===== src/rtl/core/xs32_pkg.sv =====
package xs32_pkg;

  localparam int unsigned WordW  = 32;
  localparam int unsigned DivW   = 31;
  localparam int unsigned SpanW  = 33;
  localparam int unsigned CntW   = 5;
  localparam int unsigned ShiftA = 13;
  localparam int unsigned ShiftB = 17;
  localparam int unsigned ShiftC = 5;

  typedef enum logic [1:0] {
    MODE_RAW    = 2'd0,
    MODE_RANGE  = 2'd1,
    MODE_COIN   = 2'd2,
    MODE_CHANCE = 2'd3
  } mode_t;

  typedef enum logic [1:0] {
    ST_IDLE,
    ST_DIV,
    ST_DONE
  } fsm_t;

  function automatic logic [WordW-1:0] xs_advance(input logic [WordW-1:0] x);
    logic [WordW-1:0] a;
    logic [WordW-1:0] b;
    a = x ^ (x << ShiftA);
    b = a ^ (a >> ShiftB);
    return b ^ (b << ShiftC);
  endfunction

endpackage


===== src/rtl/core/xorshift32_random_generator_top.sv =====
// xorshift32 generator with raw, range, coin and chance requests
// out_tvalid rises once the divider steps in ST_DIV are done and the state moves to ST_DONE
// a new item is accepted only in ST_IDLE, after the previous result is taken with out_tready
// the remainder comes from a restoring divider, one bit per cycle, word bit 31 down to bit 0
// reset: synchronous active-low; generator state clears to zero, so words stay zero until seeded
module xorshift32_random_generator_top
  import xs32_pkg::*;
(
  input  logic         clk,
  input  logic         rst_n,
  input  logic         cfg_wen,
  input  logic [31:0]  cfg_wdata,
  input  logic         in_tvalid,
  output logic         in_tready,
  input  logic [95:0]  in_tdata,   // low_bound[31:0], high_bound[63:32], chance_divisor[94:64], pad
  input  logic [1:0]   in_tuser,   // mode[1:0]
  output logic         out_tvalid,
  input  logic         out_tready,
  output logic [39:0]  out_tdata   // value[31:0], hit[32], error[33], pad
);

  fsm_t              state_r, state_nxt;
  logic [WordW-1:0]  gen_r, gen_nxt;
  logic [WordW-1:0]  word_r, word_nxt;
  logic [WordW-1:0]  rem_r, rem_nxt;
  logic [SpanW-1:0]  dvs_r, dvs_nxt;
  logic [CntW-1:0]   cnt_r, cnt_nxt;
  mode_t             mode_r, mode_nxt;
  logic [WordW-1:0]  lo_r, lo_nxt;
  logic              err_r, err_nxt;
  logic [WordW-1:0]  value_r, value_nxt;
  logic              hit_r, hit_nxt;
  logic              error_r, error_nxt;

  logic              in_fire;
  logic              out_fire;
  logic              div_step;
  logic              last_step;
  logic [WordW-1:0]  lo_in, hi_in;
  logic [DivW-1:0]   cdiv_in;
  mode_t             mode_in;
  logic [SpanW:0]    span_full;
  logic [SpanW-1:0]  trial;
  logic [SpanW-1:0]  trial_sub;
  logic              trial_ge;
  logic [WordW-1:0]  rem_final;

  assign lo_in   = in_tdata[31:0];
  assign hi_in   = in_tdata[63:32];
  assign cdiv_in = in_tdata[94:64];
  assign mode_in = mode_t'(in_tuser);

  assign in_fire   = in_tvalid & in_tready;
  assign out_fire  = out_tvalid & out_tready;
  assign last_step = (cnt_r == '0);

  // next state
  always_comb begin
    state_nxt = state_r;
    case (state_r)
      ST_IDLE: begin
        if (in_fire) state_nxt = ST_DIV;
      end
      ST_DIV: begin
        if (last_step) state_nxt = ST_DONE;
      end
      ST_DONE: begin
        if (out_fire) state_nxt = ST_IDLE;
      end
      default: state_nxt = ST_IDLE;
    endcase
  end

  // outputs
  always_comb begin
    in_tready  = 1'b0;
    out_tvalid = 1'b0;
    div_step   = 1'b0;
    case (state_r)
      ST_IDLE: in_tready  = 1'b1;
      ST_DIV:  div_step   = 1'b1;
      ST_DONE: out_tvalid = 1'b1;
      default: ;
    endcase
  end

  assign out_tdata = {6'd0, error_r, hit_r, value_r};

  // shared restoring divider step
  assign trial     = {rem_r, word_r[cnt_r]};
  assign trial_ge  = (trial >= dvs_r);
  assign trial_sub = trial - dvs_r;
  assign rem_final = trial_ge ? trial_sub[WordW-1:0] : trial[WordW-1:0];

  assign span_full = {{2{hi_in[WordW-1]}}, hi_in} - {{2{lo_in[WordW-1]}}, lo_in}
                     + {{SpanW{1'b0}}, 1'b1};

  always_comb begin
    gen_nxt   = gen_r;
    word_nxt  = word_r;
    rem_nxt   = rem_r;
    dvs_nxt   = dvs_r;
    cnt_nxt   = cnt_r;
    mode_nxt  = mode_r;
    lo_nxt    = lo_r;
    err_nxt   = err_r;
    value_nxt = value_r;
    hit_nxt   = hit_r;
    error_nxt = error_r;

    if (cfg_wen) gen_nxt = cfg_wdata;

    if (in_fire) begin
      gen_nxt  = xs_advance(gen_r);
      word_nxt = xs_advance(gen_r);
      rem_nxt  = '0;
      cnt_nxt  = CntW'(WordW - 1);
      mode_nxt = mode_in;
      lo_nxt   = lo_in;
      if (mode_in == MODE_RANGE) begin
        dvs_nxt = span_full[SpanW-1:0];
        err_nxt = ($signed(hi_in) < $signed(lo_in));
      end else begin
        dvs_nxt = {2'b00, cdiv_in};
        err_nxt = (mode_in == MODE_CHANCE) && (cdiv_in == '0);
      end
    end

    if (div_step) begin
      rem_nxt = rem_final;
      cnt_nxt = cnt_r - CntW'(1);
      if (last_step) begin
        value_nxt = '0;
        hit_nxt   = 1'b0;
        error_nxt = err_r;
        case (mode_r)
          MODE_RAW:    value_nxt = word_r;
          MODE_RANGE:  value_nxt = err_r ? lo_r : (lo_r + rem_final);
          MODE_COIN:   hit_nxt   = word_r[0];
          MODE_CHANCE: hit_nxt   = ~err_r && (rem_final == '0);
          default:     value_nxt = '0;
        endcase
      end
    end
  end

  always_ff @(posedge clk) begin
    if (!rst_n) begin
      state_r <= ST_IDLE;
      gen_r   <= '0;
    end else begin
      state_r <= state_nxt;
      gen_r   <= gen_nxt;
    end
  end

  always_ff @(posedge clk) begin
    word_r  <= word_nxt;
    rem_r   <= rem_nxt;
    dvs_r   <= dvs_nxt;
    cnt_r   <= cnt_nxt;
    mode_r  <= mode_nxt;
    lo_r    <= lo_nxt;
    err_r   <= err_nxt;
    value_r <= value_nxt;
    hit_r   <= hit_nxt;
    error_r <= error_nxt;
  end

endmodule

===== config.mk =====
export PLATFORM = sky130hd
export DESIGN_NAME = xorshift32_random_generator_top
export DESIGN_NICKNAME = d
export VERILOG_FILES = /design/src/rtl/core/xs32_pkg.sv /design/src/rtl/core/xorshift32_random_generator_top.sv
export SDC_FILE = /design/constraint.sdc
export NUM_CORES = 1
export LEC_CHECK = 0
export BUFFER_PORTS_ARGS = -buffer_cell sky130_fd_sc_hd__buf_2
export CELL_PAD_IN_SITES_DETAIL_PLACEMENT = 1
export CELL_PAD_IN_SITES_GLOBAL_PLACEMENT = 2
export CORE_MARGIN = 2
export CORE_UTILIZATION = 38
export DETAILED_ROUTE_END_ITERATION = 7
export GPL_TIMING_DRIVEN = 0
export HOLD_SLACK_MARGIN = 0.08
export PLACE_DENSITY = 0.81
export SYNTH_ARGS = -nofsm -noshare
export SYNTH_HDL_FRONTEND = slang
export SYNTH_SLANG_ARGS = --single-unit

===== constraint.sdc =====
create_clock -name clk -period 9.5 [get_ports clk]
set_clock_uncertainty 0.15 [all_clocks]
set_input_delay 2.85 -clock clk [delete_from_list [all_inputs] [get_ports clk]]
set_output_delay 2.85 -clock clk [all_outputs]
set_load 0.01 [all_outputs]

Word-level counts from Yosys, hierarchy flattened
Cells that the tools add are included.
- word-level logic and storage cells: 69
- input port bits: 135
- register bits after elaboration: 205
- output and inout bits: 42
- muxes and demuxes: 21
- $add $sub $neg: 5
- $lt $le $gt $ge: 3
- reduce and logical (&&, ||, !) cells: 11
- equality and inequality tests: 10
- bitwise gates (word level): 6
- operator list (operator ; count):
    32-bit 2-to-1 mux ; 6
    32-bit case mux with 2 select lines ; 1
    32-bit XOR ; 2
    33-bit by 2-bit adder with 33-bit output, second input constant ; 1
    33-bit greater-or-equal comparator ; 1
    32-bit by 32-bit subtractor with 33-bit output ; 1
    32-bit adder ; 1
    32-bit logical NOT ; 1
    32-bit < comparator ; 1
    32-bit subtractor ; 1
    32-bit by 15-bit XOR with 32-bit output ; 1
    31-bit logical NOT ; 1
    31-bit 2-to-1 mux ; 1
    5-bit 2-to-1 mux ; 2
    2-bit equality test, second input constant ; 4
    2-bit by 1-bit equality test with 1-bit output, second input constant ; 3
    5-bit by 6-bit < comparator with 1-bit output, second input constant ; 1
    2-bit 2-to-1 mux ; 3
    2-bit != test, second input constant ; 3
    2-bit case mux with 3 select lines ; 1
    1-bit binary-select mux with 5-bit select ; 1
    5-bit logical NOT ; 1
    1-bit 2-to-1 mux ; 5
    5-bit by 1-bit subtractor with 5-bit output, second input constant ; 1
    8 further kinds ; 12

Longest topological paths before layout
Gate-level depths: netlist of run 1.
- depth after elaboration: 7
- mapped depth: 28
- gate-level depth less buffers: 26

Worst setup path after synthesis of run 1
Ideal clock, no wire load.
- kind: register to register
- start point: reg cnt_r[0]
- end point: reg value_r[30] (data pin)
- library setup time: 256 ps
- required time: 9094 ps
- data arrival time: 6318 ps
- slack: 2776 ps
- period minus slack after synthesis: 6724 ps
- path buffers: 1
- cell stages (with the launch flop): 27
- cells stage by stage: edfxtp_1 buf_1 mux4_2 mux4_2 mux2i_1 ha_1 inv_1 fa_1 a21o_1 a221oi_2 a21oi_2 a31o_4 a31oi_1 xnor2_1 mux2_2 ha_1 and4_1 a21oi_1 o21ai_1 and4b_1 nor3_2 a21oi_1 o41ai_1 a21oi_1 a21oi_1 mux2i_1 a41o_1
- cells in the longest elaborated chain, start to end: 7
- elaborated cells on any way between the ends: 8
- classes of those cells: add/sub (2); order compare (1); mux (5)
- RTL lines (what ; line ; RTL):
    start, declared ; xorshift32_random_generator_top.sv:27 ; logic [CntW-1:0] cnt_r, cnt_nxt;
    start signal, assigned ; xorshift32_random_generator_top.sv:161 ; cnt_r <= cnt_nxt;
    1-bit binary-select mux with 5-bit select * ; xorshift32_random_generator_top.sv:90 ; assign trial = {rem_r, word_r[cnt_r]};
    1-bit 2-to-1 mux (not written as such) * ; xorshift32_random_generator_top.sv:90 ;
    32-bit subtractor or 33-bit greater-or-equal comparator (tied branches) ; xorshift32_random_generator_top.sv:92, xorshift32_random_generator_top.sv:91 ;
    32-bit 2-to-1 mux * ; xorshift32_random_generator_top.sv:93 ; assign rem_final = trial_ge ? trial_sub[WordW-1:0] : trial[WordW-1:0];
    named net rem_final[14] ; xorshift32_random_generator_top.sv:46 ; logic [WordW-1:0] rem_final;
    32-bit adder * ; xorshift32_random_generator_top.sv:138 ; MODE_RANGE: value_nxt = err_r ? lo_r : (lo_r + rem_final);
    32-bit 2-to-1 mux * ; xorshift32_random_generator_top.sv:138 ;
    32-bit case mux with 2 select lines * ; xorshift32_random_generator_top.sv:136 ; case (mode_r)
    end signal, assigned ; xorshift32_random_generator_top.sv:165 ; value_r <= value_nxt;
    end, declared ; xorshift32_random_generator_top.sv:31 ; logic [WordW-1:0] value_r, value_nxt;
Mark *: on every way through the listed nets, which the timed path passes. The rest lies on a longest branch. The select of a mux whose other input is x is not followed.
A chain may end at the register's enable or synchronous reset.

Final worst setup path of run 1
- start point: reg cnt_r[0]
- end point: reg value_r[26] (data pin)
Same word-level chain as after synthesis.

==> impl_metrics.yaml, run 1 <==
synth:
  synth_largest_area_cell: "edfxtp_1"
  synth_common_cells: "edfxtp_1, nand2_1, inv_1"
  syn_inst: 1637
  ys_seq_elements: 205
  syn_area_per_cell_um2: 9.60
  ys.flop_type: "edfxtp_1"
  yosysWarnings: 0
  yosysTopAreaCellShare: 0.327
  synth-async-reset-ratio: 0
  yosys-top-cells-area: "edfxtp_1, ha_1, xnor2_1"
  synth-edff-count: 171
  yosysMostFrequentCell: "edfxtp_1"
  synth_cell_types: 94
  syn-cell-area_mm2: 0.0157
  seq_area_frac_synth: 0.370
power:
  ir_worst_vdd_mv: 0.135
  p_leak_nw: 7.72
  p_total_w: 0.00386
  power.density_mw_per_mm2: 213
routing:
  vias_per_cell: 5.63
  drt_wl_total_mm: 56.3
  routedWlPerCell_um: 23.6
  vias: 13400
  postRouteAntennaNets: 0
  drt_iter0_drc: 1133
  dr.pass1.iters: 5
  remaining_drc_errors: 0
global_routing:
  grt_pass1_wl_mm: 84.6
  grt_pass1_vias: 13700
  grt.busiest_layer: "met2"
  antenna_found_initial: 2
  overflow: 0
  grtUsageMet2: 0.404
  grt_max_degree: 66
  grt_util_met1: 0.369
  grtUsageMet3: 0.0463
  track_usage: 0.258
finish:
  areaGrowthSynthToFinish_pct: 15.5
  fin_util: 0.444
  nets: 2124
  fillers: 4722
  drive_gt1_frac: 0.153
  diodes: 0
min_path:
  holdPathStages: 0
  hold_start: "err_r"
  holdPathEnd: "error_r"
  hp-class: "reg2reg"
setup_path:
  slowest_delay_ns: 0.62
  r2r_start: "cnt_r[0]"
  end_kind: "register"
  crit_family: "compound AO/OA/AOI/OAI gates"
  critPathSlowestCell: "mux4_2"
  path_max_fanout: 10
  worstPathArrival_ns: 8.80
  cp.buffers_inverters: 3
  start_kind: "register"
  rr_worst_depth: 26
  cp-startpoint: "cnt_r[0]"
  r2r_end: "value_r[26]"
  reg2reg_slack_ns: 0.81
  crit_required_ns: 9.61
  crit_type: "reg2reg"
cts:
  cts_max_path_buffers: 3
  cts_root_buffer: "clkbuf_16"
  hold_buffers: 0
  post_cts_buffers: 0
  cts_resized: 0
  cts_buffers: 23
  htree_levels: 1
  insertion_delay_ns: 0.54
  cts_sinks: 205
  clk_pin_slew_ns: 0.06
  cts_tree: "built"
place:
  io_buffers: 168
  gp_congestion: 0.907
  place_hpwl_mm: 47.1
sta:
  setup_violations: 0
  min_period_over_period: 0.915
  fmax_mhz: 115
  finalSetupTns_ns: 0
  report.final.slew_viol_count: 0
  fin_crit_ns: 8.69
  holdWs_ns: 0.331
  rsz0062_at_grt: "false"
  finalHoldViolCount: 0
  slew_headroom: 0.415
  tightest_slew_ns: 0.878
outcome:
  status: "finished, final reports clean"
floorplan:
  die_w_um: 207
  ios: 177
  dieArea_mm2: 0.0430
  die_y_um: 207
  initial_core_util: 0.385
  rows: 74
  core_area_mm2: 0.0408
job:
  drv_cap: 0
logic make-up (layout without fill, tap and decap cells):
family / Yosys count / in the layout / synth area share
multiplexers: 62 / 62 / 0.0484
XOR/XNOR: 136 / 136 / 0.0758
flip-flops: 205 / 205 / 0.370
AND/OR/NAND/NOR: 450 / 450 / 0.138
other: 1 / 6 / 0.000239
buffers and inverters: 202 / 417 / 0.0540
AO/OA/AOI/OAI: 432 / 432 / 0.186
adder cells (fa/ha/maj): 149 / 149 / 0.127
layout by cell type (no fill, tap or decap), drive strengths merged, types with 5 or more instances in the layout:
master	n
a2111oi	8
a211oi	58
a21o	33
a21oi	97
a31o	5
a31oi	13
and2	36
and3	8
buf	198
bufinv	5
clkbuf	70
clkinv	5
conb	6
dfxtp	34
edfxtp	171
fa	18
ha	131
inv	136
mux2	12
mux2i	40
mux4	10
nand2	141
nand2b	18
nand3	22
nand3b	7
nand4	14
nor2	117
nor2b	19
nor3	27
nor4	15
o211ai	29
o21a	16
o21ai	106
o21bai	24
o31ai	6
or3	11
xnor2	96
xor2	40
worst max-delay path by stage:
stage,endpoint,slack [ns],cells past startpoint
2_1_floorplan,value_r[30],2.78,26
3_3_place_gp,value_r[26],1.12,26
3_5_place_dp,value_r[26],1.07,26
4_1_cts,value_r[26],0.96,26
5_1_grt,value_r[26],0.31,26
6_report,value_r[26],0.81,26
worst reg2reg max path, delay by kind of cell, from the launching register on:
family	cells	cell delay (ns)
AOI/OAI and AO/OA	11	3.18
buffers and inverters	3	1.41
adders and majority gates	2	0.59
DFF	1	0.37
and+or+nand+nor	6	1.04
muxes	4	1.65
layout make-up:
class	count	area, um2	share of cell area
buffer	66	342	0.0188
clock buffer	31	626	0.0345
inverter	136	510	0.0281
clock inverter	11	185	0.0102
sequential	205	5820	0.321
timing repair buffer	173	922	0.0508
multi-input combinational	1235	9080	0.500
tap	532	666	0.0367
layer usage:
metal | routed length, um | vias up
met2 | 24800 | 379
li1 | - | 6316
met3 | 3600 | 77
met5 | 27 | -
met4 | 1290 | 4
met1 | 26600 | 6663
through the flow:
stage / worst slack [ns] / instances / cell area, um2
2_1_floorplan: 2.78 / 1642 / 15700
3_3_place_gp: 1.12 / 2342 / 17200
3_5_place_dp: 1.07 / 2347 / 17300
4_1_cts: 0.962 / 2389 / 18100
5_1_grt: 0.310 / 2389 / 18100
6_report: 0.810 / 2389 / 18100
state kept, by name, indices dropped and copies added, names as in the netlist:
name     flops
dvs_r       33
gen_r       32
lo_r        32
rem_r       32
value_r     32
word_r      32
cnt_r        5
mode_r       2
state_r      2
err_r        1
error_r      1
hit_r        1
power by group:
group	internal [W]	total, W	switching, W	leakage, nW
logic	0.000630	0.00162	0.000994	5.40
registers	0.00114	0.00125	0.000110	1.92
clock network	0.000598	0.000983	0.000385	0.394
total	0.00237	0.00386	0.00149	7.72
Note: power is estimated with default switching activity, not from simulation.
==> inputs of run 2 (changes only) <==
Settings changed: CORE_UTILIZATION 38 to 41, PLACE_DENSITY 0.81 to 0.87.
Clock period 9.5 ns to 10.7 ns, I/O delays scaled along.
==> run 2 against run 1 <==
  * First-iteration DRC count decreased by 5.4%
  * Final area increased by 0.20%
  * Sequential cell count unchanged
  * Sequential share of layout area decreased by 0.064 points
  * Non-clock buffer count unchanged
==> impl_metrics.yaml, run 2 (synthesis results as in run 1) <==
outcome:
  status: "finished, final reports clean"
cts:
  cts_max_path_buffers: 3
  hold_buffers: 0
  cts_root_buffer: "clkbuf_16"
  cts_sinks: 205
  post_cts_buffers: 0
  insertion_delay_ns: 0.57
  cts_resized: 0
  cts_buffers: 25
  cts_tree: "built"
  htree_levels: 1
  clk_pin_slew_ns: 0.06
global_routing:
  overflow: 0
  grt_pass1_wl_mm: 83.5
  track_usage: 0.282
  grt_max_degree: 65
  grt_pass1_vias: 13800
  antenna_found_initial: 0
power:
  p_leak_nw: 7.74
  p_total_w: 0.00345
  power.density_mw_per_mm2: 190
  ir_worst_vdd_mv: 0.122
finish:
  layout_commonest_cell: "buf_2"
  areaGrowthSynthToFinish_pct: 15.7
  regMostFlops: "dvs_r"
  layout.cells.non_filler: 2373
  largest_register_ffs: 33
  drive_gt1_frac: 0.157
  nets: 2126
  mostFrequentLayoutCells: "buf_2, edfxtp_1, nand2_1"
min_path:
  hp-class: "reg2reg"
setup_path:
  crit_type: "reg2reg"
  start_kind: "register"
  path_max_fanout: 10
  end_kind: "register"
  worstPathArrival_ns: 8.62
  crit_required_ns: 10.85
floorplan:
  initial_core_util: 0.417
  core_area_mm2: 0.0377
  die_w_um: 200
  die_y_um: 200
  rows: 71
  ios: 177
  dieArea_mm2: 0.0399
place:
  io_buffers: 168
  gp_congestion: 0.920
  placed_cells: 2326
  place_hpwl_mm: 46.5
sta:
  fmax_mhz: 118
  finalSetupTns_ns: 0
  min_period_over_period: 0.792
  tightest_slew_ns: 0.987
  holdWs_ns: 0.358
  slew_headroom: 0.336
  finalHoldViolCount: 0
  report.final.slew_viol_count: 0
  setup_violations: 0
  rsz0062_at_grt: "false"
  fin_crit_ns: 8.47
routing:
  remaining_drc_errors: 0
  routedWlPerCell_um: 23.6
  vias_per_cell: 5.73
  drt_iter0_drc: 1072
  drt_wl_total_mm: 56.1
  dr.pass1.iters: 5
  postRouteAntennaNets: 0
  vias: 13600
job:
  drv_cap: 0
[run 2: cell count changes in the layout (fill, tap and decap cells not counted), moves of 2 or more]
cell,change
clkbuf_16,+2
clkbuf_8,-2
clkinvlp_4,+2
clkinv_4,+3
clkbuf_1,-3
[run 2: final cells by class]
| type | count | area (um2) |
|---|---|---|
| Fill cell | 4385 | 19500 |
| Multi-Input combinational cell | 1235 | 9080 |
| Sequential cell | 205 | 5820 |
| Timing Repair Buffer | 173 | 926 |
| Tap cell | 511 | 639 |
| Clock buffer | 28 | 637 |
| Inverter | 136 | 510 |
| Buffer | 66 | 342 |
| Clock inverter | 18 | 230 |
| Antenna cell | 1 | 2.50 |
[run 2: worst paths after layout]
path                   start     endpoint  slack [ns]  cells after the start
setup / recovery    cnt_r[0]  value_r[29]        2.23                     27
hold / removal    state_r[1]   state_r[0]        0.36                      1
setup reg to reg    cnt_r[0]  value_r[29]        2.23                     27
hold reg to reg   state_r[1]   state_r[0]        0.36                      1
[run 2: through the flow]
step | cell area [um2] | utilization | setup WS (ns)
6_report | 18200 | 0.483 | 2.23
5_1_grt | 18200 | 0.483 | 1.64
4_1_cts | 18200 | 0.483 | 2.22
3_5_place_dp | 17300 | 0.460 | 2.28
3_3_place_gp | 17200 | 0.457 | 2.32
2_1_floorplan | 15700 | - | 3.79
[run 2: critical path, cell delays in order, from the launching register on]
cell and delay (ns):
edfxtp_1 0.37, buf_1 0.56, mux4_2 0.62, mux4_2 0.46, mux2i_1 0.45, ha_1 0.28, nor2b_1 0.09, o2111ai_1 0.24
nand4_1 0.18, nand3_1 0.20, a211oi_2 0.15, o21ai_4 0.42, buf_2 0.34, clkbuf_1 0.49, nand2_1 0.11, nand2_1 0.18
ha_1 0.28, a211oi_1 0.39, o21ai_0 0.20, a21o_1 0.22, o21ai_1 0.33, o211ai_1 0.23, a41o_1 0.34, a211oi_1 0.29
xor2_1 0.24, o211ai_1 0.14, o21ai_0 0.18, nor2_1 0.07
[run 2: where the power goes]
group | internal [W] | switching [W]
Clock | 0.000533 | 0.000373
Sequential | 0.00101 | 0.0000974
Combinational | 0.000559 | 0.000878
[run 2: routing by layer]
metal / track usage / vias to the layer above / share of wire
li1: - / 6320 / -
met5: 0 / - / 0
met2: 0.440 / 427 / 0.44
met3: 0.0499 / 72 / 0.067
met1: 0.401 / 6774 / 0.46
met4: 0.0840 / 0 / 0.028
==> inputs of run 3 (changes only) <==
Settings changed: CORE_UTILIZATION 41 to 34, PLACE_DENSITY 0.87 to 0.77.
Clock period 10.7 ns to 7.4 ns, I/O delays scaled along.
==> run 3 against run 2 <==
  * Register-to-register slack got worse by 2.0 ns
  * Wire length increased by 2.1%
  * Global-route usage decreased by 4.5 points
  * Combinational power increased by 48%
  * Setup slack got worse by 2.0 ns
  * Non-clock buffer count increased by 5
  * Critical path depth decreased by 2
  * Sequential share of layout area decreased by 0.35 points
  * Core utilization decreased by 7.9 points
  * Sequential power increased by 44%
==> impl_metrics.yaml, run 3 (synthesis results as in run 1) <==
outcome:
  status: "finished, final reports clean"
global_routing:
  grt_pass1_vias: 13700
  grt_pass1_wl_mm: 85.2
  grt_max_degree: 63
  overflow: 0
  antenna_found_initial: 0
  track_usage: 0.237
min_path:
  hp-class: "reg2reg"
  hold_start: "err_r"
  holdPathStages: 0
setup_path:
  crit_required_ns: 7.53
  rr_worst_depth: 25
  worstPathArrival_ns: 7.28
  start_kind: "register"
  crit_type: "reg2reg"
  r2r_start: "cnt_r[1]"
  end_kind: "register"
  path_max_fanout: 10
  cp-startpoint: "cnt_r[1]"
  reg2reg_slack_ns: 0.25
finish:
  layout_commonest_cell: "buf_2"
  layout.cells.non_filler: 2460
  nets: 2129
  areaGrowthSynthToFinish_pct: 17.0
  regMostFlops: "dvs_r"
  diodes: 0
  largest_register_ffs: 33
  mostFrequentLayoutCells: "buf_2, edfxtp_1, nand2_1"
  drive_gt1_frac: 0.167
  fillers: 5310
power:
  power.density_mw_per_mm2: 269
  ir_worst_vdd_mv: 0.173
  p_total_w: 0.00495
  p_leak_nw: 7.75
place:
  place_hpwl_mm: 47.5
  placed_cells: 2415
  gp_congestion: 0.925
  pre_cts_ws_ns: -1.04
  io_buffers: 168
sta:
  slew_headroom: 0.310
  setup_slack_ns: 0.253
  finalHoldViolCount: 0
  fin_crit_ns: 7.15
  fmax_mhz: 140
  finalSetupTns_ns: 0
  tightest_slew_ns: 1.03
  min_period_over_period: 0.966
  report.final.slew_viol_count: 0
  holdWs_ns: 0.310
  setup_violations: 0
cts:
  htree_levels: 1
  cts_max_path_buffers: 3
  insertion_delay_ns: 0.53
  cts_root_buffer: "clkbuf_16"
  hold_buffers: 0
  clk_pin_slew_ns: 0.06
  cts_tree: "built"
  cts_sinks: 205
  cts_buffers: 23
routing:
  vias: 13500
  postRouteAntennaNets: 0
  drt_wl_total_mm: 57.3
  dr.pass1.iters: 5
  remaining_drc_errors: 0
  drt_iter0_drc: 816
  routedWlPerCell_um: 23.3
  vias_per_cell: 5.49
floorplan:
  core_area_mm2: 0.0455
  die_w_um: 219
  ios: 177
  initial_core_util: 0.346
  die_y_um: 219
  rows: 78
  dieArea_mm2: 0.0480
job:
  drv_cap: 0
[run 3: layout make-up]
class,instances,area [um2],area share
flip-flops and latches,205,5820,0.316
multi-input cells,1235,9190,0.500
inverters,136,510,0.0278
clock inverters,12,179,0.00973
well taps,600,751,0.0408
repair buffers,179,963,0.0524
plain buffers,65,353,0.0192
clock buffers,28,614,0.0334
[run 3: repair_timing]
| action | CTS | global route |
|---|---|---|
| pin swaps | 1 | 7 |
| setup buffers | 3 | 3 |
| setup endpoints to repair | 21 | 11 |
| resized for setup | 13 | 15 |
[run 3: power breakdown]
group / leakage [nW] / total (W) / switching, W / internal, W
sequential: 1.92 / 0.00160 / 0.000132 / 0.00146
clock: 0.379 / 0.00122 / 0.000489 / 0.000733
combinational: 5.45 / 0.00213 / 0.00129 / 0.000839
total: 7.75 / 0.00495 / 0.00191 / 0.00304
[run 3: per-stage QoR]
stage | instance area (um2) | utilization
global placement | 17300 | 0.381
finish | 18400 | 0.404
global route | 18400 | 0.404
floorplan | 15700 | -
CTS | 18300 | 0.402
detailed placement | 17400 | 0.383
[run 3: final timing paths]
path	endpoint
setup / recovery	value_r[30]
setup reg to reg	value_r[30]
hold reg to reg	error_r
hold / removal	error_r
[run 3: per-layer routing]
| metal | vias to the layer above | routed length (um) | track usage | part of all wire |
|---|---|---|---|---|
| li1 | 6323 | - | - | - |
| met4 | 0 | 1040 | 0.0507 | 0.018 |
| met1 | 6800 | 27300 | 0.344 | 0.48 |
| met2 | 314 | 26400 | 0.386 | 0.46 |
| met5 | - | 0 | 0 | 0 |
| met3 | 57 | 2530 | 0.0209 | 0.044 |
[run 3: worst max-delay path: stages, from the launching register on]
cell and delay, ns:
edfxtp_1 0.71, mux4_2 0.46, mux4_2 0.52, mux2i_4 0.23, ha_1 0.22, inv_1 0.06
fa_1 0.40, a21o_1 0.22, a221oi_4 0.37, a21oi_4 0.13, a31o_4 0.31, a31oi_2 0.22
xnor2_1 0.11, mux2_2 0.32, ha_1 0.36, and4_1 0.25, a21oi_1 0.14, o21ai_1 0.09
and4b_1 0.21, nor3_4 0.21, a21oi_2 0.15, o41ai_4 0.41, a21oi_2 0.11, a21oi_1 0.18
mux2i_1 0.10, a41o_1 0.23
